## config.mk

```make
export PLATFORM = sky130hd
export DESIGN_NAME = haptic_sphere_contact_force
export DESIGN_NICKNAME = d
export VERILOG_FILES = /design/src/rtl/hscf_pkg.sv /design/src/rtl/haptic_sphere_contact_force.sv /design/src/rtl/hscf_ctrl.sv /design/src/rtl/hscf_datapath.sv
export SDC_FILE = /design/constraint.sdc
export NUM_CORES = 2
export LEC_CHECK = 0
export BUFFER_PORTS_ARGS = -buffer_cell sky130_fd_sc_hd__buf_2
export CORE_MARGIN = 2
export CORE_UTILIZATION = 55
export CTS_BUF_LIST = sky130_fd_sc_hd__clkbuf_4
export DETAILED_ROUTE_END_ITERATION = 8
export HOLD_SLACK_MARGIN = 0.1
export PLACE_DENSITY = 0.81
export SETUP_SLACK_MARGIN = 0.4
export SYNTH_ARGS = -nofsm -noshare
export SYNTH_HDL_FRONTEND = slang
export SYNTH_SLANG_ARGS = --single-unit
```

## constraint.sdc

```tcl
create_clock -name clk -period 26.7 [get_ports clk]
set_input_delay 1.335 -clock clk [delete_from_list [all_inputs] [get_ports clk]]
set_output_delay 1.335 -clock clk [all_outputs]
set_load 0.1 [all_outputs]
```

## src/rtl/hscf_pkg.sv

```systemverilog
// Package: types and constants of the sphere contact force block.
`default_nettype none
package hscf_pkg;
    localparam int FRAC_BITS_DEF = 16;
    localparam int WORD_BITS_DEF = 32;
    localparam int CFG_IDX_BITS  = 3;

    localparam logic [CFG_IDX_BITS-1:0] REG_CENTRE_X      = 3'd0;
    localparam logic [CFG_IDX_BITS-1:0] REG_CENTRE_Y      = 3'd1;
    localparam logic [CFG_IDX_BITS-1:0] REG_CENTRE_Z      = 3'd2;
    localparam logic [CFG_IDX_BITS-1:0] REG_SPHERE_RADIUS = 3'd3;
    localparam logic [CFG_IDX_BITS-1:0] REG_CURSOR_RADIUS = 3'd4;
    localparam logic [CFG_IDX_BITS-1:0] REG_SPRING_GAIN   = 3'd5;
    localparam logic [CFG_IDX_BITS-1:0] REG_FORCE_LIMIT   = 3'd6;

    typedef enum logic [3:0] {
        ST_IDLE, ST_SQ, ST_SUM, ST_SQRT, ST_EVAL, ST_MULG,
        ST_NORM, ST_MULN, ST_DIVI, ST_DIV, ST_FIN
    } hscf_state_t;

    typedef enum logic [3:0] {
        CMD_NONE, CMD_LOAD, CMD_SQ_STEP, CMD_SUM, CMD_SQRT_STEP, CMD_EVAL,
        CMD_MUL_STEP, CMD_NORM, CMD_DIV_INIT, CMD_DIV_STEP, CMD_OUT
    } hscf_cmd_t;
endpackage
`default_nettype wire

```

## src/rtl/haptic_sphere_contact_force.sv

```systemverilog
// Sphere penalty force: penetration spring along the contact normal.
// Channels: input words (probe position, active, just_active) on in_valid/in_ready;
// result words (force vector, norm, inside_mode) on out_valid/out_ready;
// register writes on cfg_valid/cfg_ready, always ready, index 0..6 as listed,
// higher indexes ignored. Write registers only while the block is idle.
// One word at a time: in_ready is high only when no word is in work.
// After acceptance a word passes through the serial units: WORD_BITS+1 squaring
// steps, WORD_BITS+2 root steps, WORD_BITS gain multiply steps, WORD_BITS-1
// scaling steps and WORD_BITS-1 divide steps, each one bit per cycle, with the
// setup states SUM, EVAL, NORM and DIVI between them, then the output state FIN.
// The result register frees the engine: the next word is taken while a result
// waits; if the receiver stalls, the following word finishes and holds until the
// register is taken.
// Reset clears the handshakes, the inside latch (outside) and restores the
// register reset values.
`default_nettype none
module haptic_sphere_contact_force import hscf_pkg::*; #(
    parameter int FRAC_BITS = FRAC_BITS_DEF,
    parameter int WORD_BITS = WORD_BITS_DEF
) (
    input  wire logic                    clk,
    input  wire logic                    rst_n,
    input  wire logic                    in_valid,
    output logic                         in_ready,
    input  wire logic [WORD_BITS-1:0]    probe_x,
    input  wire logic [WORD_BITS-1:0]    probe_y,
    input  wire logic [WORD_BITS-1:0]    probe_z,
    input  wire logic                    active,
    input  wire logic                    just_active,
    output logic                         out_valid,
    input  wire logic                    out_ready,
    output logic [WORD_BITS-1:0]         force_x,
    output logic [WORD_BITS-1:0]         force_y,
    output logic [WORD_BITS-1:0]         force_z,
    output logic [WORD_BITS-2:0]         force_norm,
    output logic                         inside_mode,
    input  wire logic                    cfg_valid,
    output logic                         cfg_ready,
    input  wire logic [CFG_IDX_BITS-1:0] cfg_index,
    input  wire logic [WORD_BITS-1:0]    cfg_data
);
    hscf_cmd_t cmd;

    assign cfg_ready = 1'b1;

    hscf_ctrl #(.WORD_BITS(WORD_BITS)) u_ctrl (
        .clk       (clk),
        .rst_n     (rst_n),
        .in_valid  (in_valid),
        .in_ready  (in_ready),
        .out_valid (out_valid),
        .out_ready (out_ready),
        .cmd       (cmd)
    );

    hscf_datapath #(.FRAC_BITS(FRAC_BITS), .WORD_BITS(WORD_BITS)) u_dp (
        .clk         (clk),
        .rst_n       (rst_n),
        .cmd         (cmd),
        .cfg_we      (cfg_valid && cfg_ready),
        .cfg_index   (cfg_index),
        .cfg_data    (cfg_data),
        .probe_x     (probe_x),
        .probe_y     (probe_y),
        .probe_z     (probe_z),
        .active      (active),
        .just_active (just_active),
        .force_x     (force_x),
        .force_y     (force_y),
        .force_z     (force_z),
        .force_norm  (force_norm),
        .inside_mode (inside_mode)
    );
endmodule
`default_nettype wire

```

## src/rtl/hscf_ctrl.sv

```systemverilog
// Controller: sequences the shared serial datapath through one word.
`default_nettype none
module hscf_ctrl import hscf_pkg::*; #(
    parameter int WORD_BITS = WORD_BITS_DEF
) (
    input  wire logic clk,
    input  wire logic rst_n,
    input  wire logic in_valid,
    output logic      in_ready,
    output logic      out_valid,
    input  wire logic out_ready,
    output hscf_cmd_t cmd
);
    localparam int W  = WORD_BITS;
    localparam int CW = $clog2(W + 3);

    hscf_state_t   state_reg, state_next;
    logic [CW-1:0] cnt_reg, cnt_next;
    logic          ov_reg, ov_next;
    logic          last;

    assign last = (cnt_reg == CW'(1));

    always_ff @(posedge clk or negedge rst_n)
    begin
        if (!rst_n)
        begin
            state_reg <= ST_IDLE;
            cnt_reg   <= '0;
            ov_reg    <= 1'b0;
        end
        else
        begin
            state_reg <= state_next;
            cnt_reg   <= cnt_next;
            ov_reg    <= ov_next;
        end
    end

    always_comb
    begin
        state_next = state_reg;
        cnt_next   = cnt_reg - CW'(1);
        case (state_reg)
            ST_IDLE:
            begin
                cnt_next = CW'(W + 1);
                if (in_valid)
                    state_next = ST_SQ;
            end
            ST_SQ:   if (last) state_next = ST_SUM;
            ST_SUM:
            begin
                cnt_next   = CW'(W + 2);
                state_next = ST_SQRT;
            end
            ST_SQRT: if (last) state_next = ST_EVAL;
            ST_EVAL:
            begin
                cnt_next   = CW'(W);
                state_next = ST_MULG;
            end
            ST_MULG: if (last) state_next = ST_NORM;
            ST_NORM:
            begin
                cnt_next   = CW'(W - 1);
                state_next = ST_MULN;
            end
            ST_MULN: if (last) state_next = ST_DIVI;
            ST_DIVI:
            begin
                cnt_next   = CW'(W - 1);
                state_next = ST_DIV;
            end
            ST_DIV:  if (last) state_next = ST_FIN;
            ST_FIN:  if (!ov_reg || out_ready) state_next = ST_IDLE;
            default: state_next = ST_IDLE;
        endcase
    end

    always_comb
    begin
        cmd = CMD_NONE;
        case (state_reg)
            ST_IDLE: if (in_valid) cmd = CMD_LOAD;
            ST_SQ:   cmd = CMD_SQ_STEP;
            ST_SUM:  cmd = CMD_SUM;
            ST_SQRT: cmd = CMD_SQRT_STEP;
            ST_EVAL: cmd = CMD_EVAL;
            ST_MULG: cmd = CMD_MUL_STEP;
            ST_NORM: cmd = CMD_NORM;
            ST_MULN: cmd = CMD_MUL_STEP;
            ST_DIVI: cmd = CMD_DIV_INIT;
            ST_DIV:  cmd = CMD_DIV_STEP;
            ST_FIN:  if (!ov_reg || out_ready) cmd = CMD_OUT;
            default: cmd = CMD_NONE;
        endcase
    end

    always_comb
    begin
        if (cmd == CMD_OUT)
            ov_next = 1'b1;
        else if (out_ready)
            ov_next = 1'b0;
        else
            ov_next = ov_reg;
    end

    assign in_ready  = (state_reg == ST_IDLE);
    assign out_valid = ov_reg;
endmodule
`default_nettype wire

```

## src/rtl/hscf_datapath.sv

```systemverilog
// Datapath: config registers, serial multiply lanes, square root, divide, output word.
`default_nettype none
module hscf_datapath import hscf_pkg::*; #(
    parameter int FRAC_BITS = FRAC_BITS_DEF,
    parameter int WORD_BITS = WORD_BITS_DEF
) (
    input  wire logic                    clk,
    input  wire logic                    rst_n,
    input  hscf_cmd_t                    cmd,
    input  wire logic                    cfg_we,
    input  wire logic [CFG_IDX_BITS-1:0] cfg_index,
    input  wire logic [WORD_BITS-1:0]    cfg_data,
    input  wire logic [WORD_BITS-1:0]    probe_x,
    input  wire logic [WORD_BITS-1:0]    probe_y,
    input  wire logic [WORD_BITS-1:0]    probe_z,
    input  wire logic                    active,
    input  wire logic                    just_active,
    output logic [WORD_BITS-1:0]         force_x,
    output logic [WORD_BITS-1:0]         force_y,
    output logic [WORD_BITS-1:0]         force_z,
    output logic [WORD_BITS-2:0]         force_norm,
    output logic                         inside_mode
);
    localparam int W   = WORD_BITS;
    localparam int F   = FRAC_BITS;
    localparam int PW  = 2 * W + 4;
    localparam int MW  = W + 2;
    localparam int RW  = W + 2;
    localparam int RMW = W + 4;

    // config
    logic [W-1:0] cx_reg, cy_reg, cz_reg, gain_reg;
    logic [W-2:0] srad_reg, crad_reg, lim_reg;

    always_ff @(posedge clk or negedge rst_n)
    begin
        if (!rst_n)
        begin
            cx_reg   <= '0;
            cy_reg   <= '0;
            cz_reg   <= '0;
            srad_reg <= (W-1)'(5) << F;
            crad_reg <= (W-1)'(1) << F;
            gain_reg <= '0 - (W'(1) << F);
            lim_reg  <= (W-1)'(5) << F;
        end
        else if (cfg_we)
        begin
            case (cfg_index)
                REG_CENTRE_X:      cx_reg   <= cfg_data;
                REG_CENTRE_Y:      cy_reg   <= cfg_data;
                REG_CENTRE_Z:      cz_reg   <= cfg_data;
                REG_SPHERE_RADIUS: srad_reg <= cfg_data[W-2:0];
                REG_CURSOR_RADIUS: crad_reg <= cfg_data[W-2:0];
                REG_SPRING_GAIN:   gain_reg <= cfg_data;
                REG_FORCE_LIMIT:   lim_reg  <= cfg_data[W-2:0];
                default: ;
            endcase
        end
    end

    // per-item state
    logic [W:0]     dm_reg  [3];
    logic           ds_reg  [3];
    logic [PW-1:0]  mc_reg  [3];
    logic [MW-1:0]  mp_reg  [3];
    logic [PW-1:0]  acc_reg [3];
    logic [RW-1:0]  rem_reg [3];
    logic [W-2:0]   q_reg   [3];
    logic [PW-1:0]  n_reg;
    logic [RMW-1:0] srem_reg;
    logic [RW-1:0]  root_reg;
    logic           act_reg, just_reg, inside_reg, neg_reg, zero_reg;
    logic [W-2:0]   norm_reg;
    logic [W-1:0]   fx_reg, fy_reg, fz_reg;
    logic [W-2:0]   fn_reg;
    logic           im_reg;

    // load
    logic [W-1:0] pv [3];
    logic [W-1:0] cv [3];
    logic [W:0]   dsub [3];
    logic [W:0]   dmag [3];
    assign pv[0] = probe_x;
    assign pv[1] = probe_y;
    assign pv[2] = probe_z;
    assign cv[0] = cx_reg;
    assign cv[1] = cy_reg;
    assign cv[2] = cz_reg;

    always_comb
    begin
        for (int i = 0; i < 3; i++)
        begin
            dsub[i] = {pv[i][W-1], pv[i]} - {cv[i][W-1], cv[i]};
            dmag[i] = dsub[i][W] ? (~dsub[i] + (W+1)'(1)) : dsub[i];
        end
    end

    // square root step
    logic [RMW-1:0] sr2, strial;
    logic           sge;
    assign sr2    = {srem_reg[RMW-3:0], n_reg[PW-1 -: 2]};
    assign strial = {root_reg, 2'b01};
    assign sge    = (sr2 >= strial);

    // evaluation of penetration
    logic [W:0]   d, thr;
    logic [W+2:0] e;
    logic [MW-1:0] eabs;
    logic [W-1:0] gabs;
    logic         lat, epos, push, zero_n;
    assign d = root_reg[W:0];
    assign lat = just_reg ? (d < {2'b00, srad_reg}) : inside_reg;
    assign thr = lat ? ({2'b00, srad_reg} - {2'b00, crad_reg})
                     : ({2'b00, srad_reg} + {2'b00, crad_reg});
    assign e = {2'b00, d} - {{2{thr[W]}}, thr};
    assign eabs = e[W+2] ? MW'(~e + (W+3)'(1)) : MW'(e);
    assign gabs = gain_reg[W-1] ? (~gain_reg + W'(1)) : gain_reg;
    assign epos = !e[W+2] && (e != '0);
    assign push = act_reg && (d != '0) && (lat ? epos : e[W+2]);
    assign zero_n = !(push && (gain_reg != '0));

    // clamp
    logic [PW-1:0] hi;
    logic [W-2:0]  norm_n;
    assign hi = acc_reg[0] >> F;
    assign norm_n = zero_reg ? '0 : ((hi > PW'(lim_reg)) ? lim_reg : hi[W-2:0]);

    // divide step
    logic [RW:0] r2 [3];
    logic        dge [3];
    always_comb
    begin
        for (int i = 0; i < 3; i++)
        begin
            r2[i]  = {rem_reg[i], acc_reg[i][W-2]};
            dge[i] = (r2[i] >= {1'b0, root_reg});
        end
    end

    // output word
    logic [W-1:0] fo [3];
    always_comb
    begin
        for (int i = 0; i < 3; i++)
        begin
            if (zero_reg)
                fo[i] = '0;
            else if (neg_reg ^ ds_reg[i])
                fo[i] = ~{1'b0, q_reg[i]} + W'(1);
            else
                fo[i] = {1'b0, q_reg[i]};
        end
    end

    always_ff @(posedge clk or negedge rst_n)
    begin
        if (!rst_n)
            inside_reg <= 1'b0;
        else if (cmd == CMD_EVAL)
            inside_reg <= lat;
    end

    always_ff @(posedge clk)
    begin
        case (cmd)
            CMD_LOAD:
            begin
                act_reg  <= active;
                just_reg <= just_active;
                for (int i = 0; i < 3; i++)
                begin
                    dm_reg[i]  <= dmag[i];
                    ds_reg[i]  <= dsub[i][W];
                    mc_reg[i]  <= PW'(dmag[i]);
                    mp_reg[i]  <= MW'(dmag[i]);
                    acc_reg[i] <= '0;
                end
            end
            CMD_SQ_STEP, CMD_MUL_STEP:
            begin
                for (int i = 0; i < 3; i++)
                begin
                    if (mp_reg[i][0])
                        acc_reg[i] <= acc_reg[i] + mc_reg[i];
                    mc_reg[i] <= mc_reg[i] << 1;
                    mp_reg[i] <= mp_reg[i] >> 1;
                end
            end
            CMD_SUM:
            begin
                n_reg    <= acc_reg[0] + acc_reg[1] + acc_reg[2];
                srem_reg <= '0;
                root_reg <= '0;
            end
            CMD_SQRT_STEP:
            begin
                srem_reg <= sge ? (sr2 - strial) : sr2;
                root_reg <= {root_reg[RW-2:0], sge};
                n_reg    <= n_reg << 2;
            end
            CMD_EVAL:
            begin
                neg_reg    <= gain_reg[W-1] ^ e[W+2];
                zero_reg   <= zero_n;
                mc_reg[0]  <= PW'(eabs);
                mp_reg[0]  <= MW'(gabs);
                acc_reg[0] <= '0;
            end
            CMD_NORM:
            begin
                norm_reg <= norm_n;
                for (int i = 0; i < 3; i++)
                begin
                    mc_reg[i]  <= PW'(dm_reg[i]);
                    mp_reg[i]  <= MW'(norm_n);
                    acc_reg[i] <= '0;
                end
            end
            CMD_DIV_INIT:
            begin
                for (int i = 0; i < 3; i++)
                begin
                    rem_reg[i] <= acc_reg[i][W-1 +: RW];
                    q_reg[i]   <= '0;
                end
            end
            CMD_DIV_STEP:
            begin
                for (int i = 0; i < 3; i++)
                begin
                    rem_reg[i] <= dge[i] ? RW'(r2[i] - {1'b0, root_reg}) : r2[i][RW-1:0];
                    q_reg[i]   <= {q_reg[i][W-3:0], dge[i]};
                    acc_reg[i] <= acc_reg[i] << 1;
                end
            end
            CMD_OUT:
            begin
                fx_reg <= fo[0];
                fy_reg <= fo[1];
                fz_reg <= fo[2];
                fn_reg <= norm_reg;
                im_reg <= inside_reg;
            end
            default: ;
        endcase
    end

    assign force_x     = fx_reg;
    assign force_y     = fy_reg;
    assign force_z     = fz_reg;
    assign force_norm  = fn_reg;
    assign inside_mode = im_reg;
endmodule
`default_nettype wire

```

==> metrics.yaml <==
worst_setup_path:
  end_kind: "flip-flop"
  arrival_ns: 9.14
  worstSetupPathType: "reg -> reg"
  timing.rr.end: "u_dp.mc_reg[0][20]"
  rr_startpoint: "u_dp.root_reg[26]"
  start_kind: "flip-flop"
  path_common_cell: "nand4_1"
  crit_fanout: 37
  crit_chain: "ha_1, and4_1, nand4_1, or3_1, nor2_1, o211ai_1, a31oi_4, buf_4, mux2i_1, fa_1, a211oi_1, o211ai_1, a31oi_1, nand4_1, nand4_1, o21ai_1, a41o_1, o21a_1, a21bo_2, xnor2_1, o21ai_0, xor2_1, o21ai_0"
  max_stage_delay_ns: 0.92
  crit_start: "u_dp.root_reg[26]"
  critPathSlowestCell: "xnor2_1"
  cp_data_required_time_ns: 27.74
  reg2reg_depth: 23
  r2r_slack_ns: 18.59
drt:
  wl_per_cell_um: 23.65
  drtIter0Drc: 8967
  dr.pass1.iters: 8
  ant_nets: 0
  viasPerCell: 6.339
  via_count: 77470
  drc: 0
  drt-total-wl_um: 289100
cts:
  root_buffer: "clkbuf_4"
  clkTransAtPathRegs_ns: 0.07
  ctsResizeCount: 0
  clock-sinks: 1336
  cts_buffer_depth: 4
  htree_levels: 5
  cts_buffers: 372
  clk-insertion-delay-late_ns: 1.38
  cts_tree: "done"
floorplanning:
  core_area_sq_um: 165400
  fp.dieH_um: 412.5
  start_util_pct: 55.50
  dieArea_sq_um: 170100
  ios: 269
  die_width_um: 412.5
  rows: 149
synth:
  yosys_register_bits: 1336
  synth_top_area_share_pct: 36.09
  synth_top_area_cell: "edfxtp_1"
  synth-async-reset-ratio_pct: 17.44
  syn_area_per_cell_sq_um: 9.755
  netlist_area_sq_um: 91780
  ys.flop_type: "edfxtp_1"
  synth_nets: 10290
  synth-edff-count: 1103
  yosysSeqAreaShare_pct: 42.47
  synth.most_common_cell: "edfxtp_1"
  netlist_instances: 9408
  synthTopCellsByCount: "edfxtp_1, nand2_1, o21ai_0"
  synth_area_leaders: "edfxtp_1, ha_1, dfrtp_1, o21ai_0, xnor2_1"
  ys_types: 114
  yosysWarnings: 0
sta:
  finalSetupTns_ns: 0
  finalHoldViolCount: 0
  setup_violations: 0
  skew_ns: 0.09642
  rsz0062_at_grt: "no"
  slew-limit-headroom_pct: 13.91
  slew_violations: 0
  worstMarginPinSlew_ns: 1.285
  fin_crit_ns: 8.106
  period_share_pct: 30.36
  max_freq_mhz: 123.4
placement:
  port_buffers: 267
  gp_congestion: 1.014
  hpwlAfterDp_um: 213200
global_routing:
  antenna_found_initial: 25
  gr-total-overflow: 0
  grt_pass1_wl_um: 434100
  grt_max_degree: 171
  grt_usage_pct: 33.26
  grt_pass1_vias: 73530
final_layout:
  nNetsFinal: 10630
  fillers: 13710
  synthToLayoutAreaGrowth_pct: 8.836
  drive_above_1_share_pct: 11.85
hold_path:
  hold_end: "u_dp.act_reg"
  min-delay-start: "active"
  min_path_cells: 1
  hold_path.class: "in -> reg"
status:
  status: "finished, final reports clean"
flow_run:
  maxCapViolCount: 0
-- worst max path at each step --
stage / endpoint / cells past startpoint
after floorplan: u_dp.mc_reg[0][100] / 5
after global placement: u_dp.mc_reg[0][21] / 27
after detailed placement: u_dp.mc_reg[0][21] / 23
after CTS: u_dp.mc_reg[0][21] / 23
after global routing: u_dp.mc_reg[0][21] / 27
final: u_dp.mc_reg[0][20] / 23
-- stage by stage --
stage,utilization (%),area [sq um],std cells,setup slack (ns),hold slack [ns]
floorplan,-,91780,9408,15.51,0.4003
detailed placement,57.54,95150,11560,18.81,0.4082
CTS,60.37,99840,12200,18.79,0.1092
global route,60.39,99850,12210,18.04,0.1204
finish,60.40,99880,12220,18.59,0.1874
global placement,57.54,95150,11560,18.86,0.4021
-- area by class of cell --
class	count	area (sq um)	area share, %
repair buffers	337	1902	1.904
multi-input cells	7247	49840	49.90
inverters	454	1708	1.710
clock inverters	72	409.1	0.4096
flip-flops and latches	1336	38980	39.02
diodes	19	47.55	0.04760
well taps	2189	2739	2.742
clock buffers	567	4257	4.262
-- cells in the final DEF, fill, tap and decap left out, types with 46 or more instances in the layout --
cell type	count
and2_1	249
fa_1	80
inv_1	450
nand3_1	150
o21a_1	78
a21oi_1	705
nor3_1	118
a211oi_1	81
o21ai_0	802
dfrtp_1	212
xor2_1	283
nor2b_1	93
nand2_1	994
xnor2_1	448
o211ai_1	49
and3_1	60
buf_4	66
clkbuf_4	567
o31ai_1	62
a21o_1	316
nor2_1	628
nor4_1	57
or3_1	76
nand2b_1	85
a221o_1	46
o21bai_1	80
nand4_1	78
ha_1	668
clkinv_1	59
a31oi_1	87
edfxtp_1	1103
mux2_2	106
buf_2	266
a22oi_1	68
mux2i_1	111
-- routing by layer --
metal | routed length [um] | track usage, % | share of wire, % | vias up
li1 | - | - | - | 35510
met1 | 113200 | 43.32 | 39 | 37060
met2 | 126500 | 50.45 | 44 | 4001
met3 | 29740 | 7.709 | 10 | 895
met4 | 19520 | 20.07 | 6.8 | 10
met5 | 117 | 0 | 0.040 | -
-- what timing repair did --
item                                    4_1_cts  5_1_grt
buffers inserted                              0        0
endpoints found under the setup margin        0        0
hold endpoints to repair                     82        0
hold buffers                                  2        0
-- worst max-delay path, delay by kind of cell (launching register included) --
| kind | cells | cell delay (ns) |
|---|---|---|
| multiplexers | 1 | 0.21 |
| buffers and inverters | 1 | 0.51 |
| AO/OA/AOI/OAI | 11 | 3.17 |
| adder cells (fa/ha/maj) | 2 | 0.82 |
| AND/OR/NAND/NOR | 6 | 1.43 |
| XOR/XNOR | 2 | 1.13 |
| flip-flops | 1 | 0.47 |
-- cell families after synthesis --
kind of cell	synth area share, %
XOR/XNOR	7.013
flip-flops	42.47
multiplexers	2.511
buffers and inverters	3.422
other	0.004086
AO/OA/AOI/OAI	19.20
AND/OR/NAND/NOR	14.53
adder cells (fa/ha/maj)	10.85
Power is left out: the tool's default activity adds up to more than one toggle a clock period on the data nets, which glitch-free logic cannot reach.
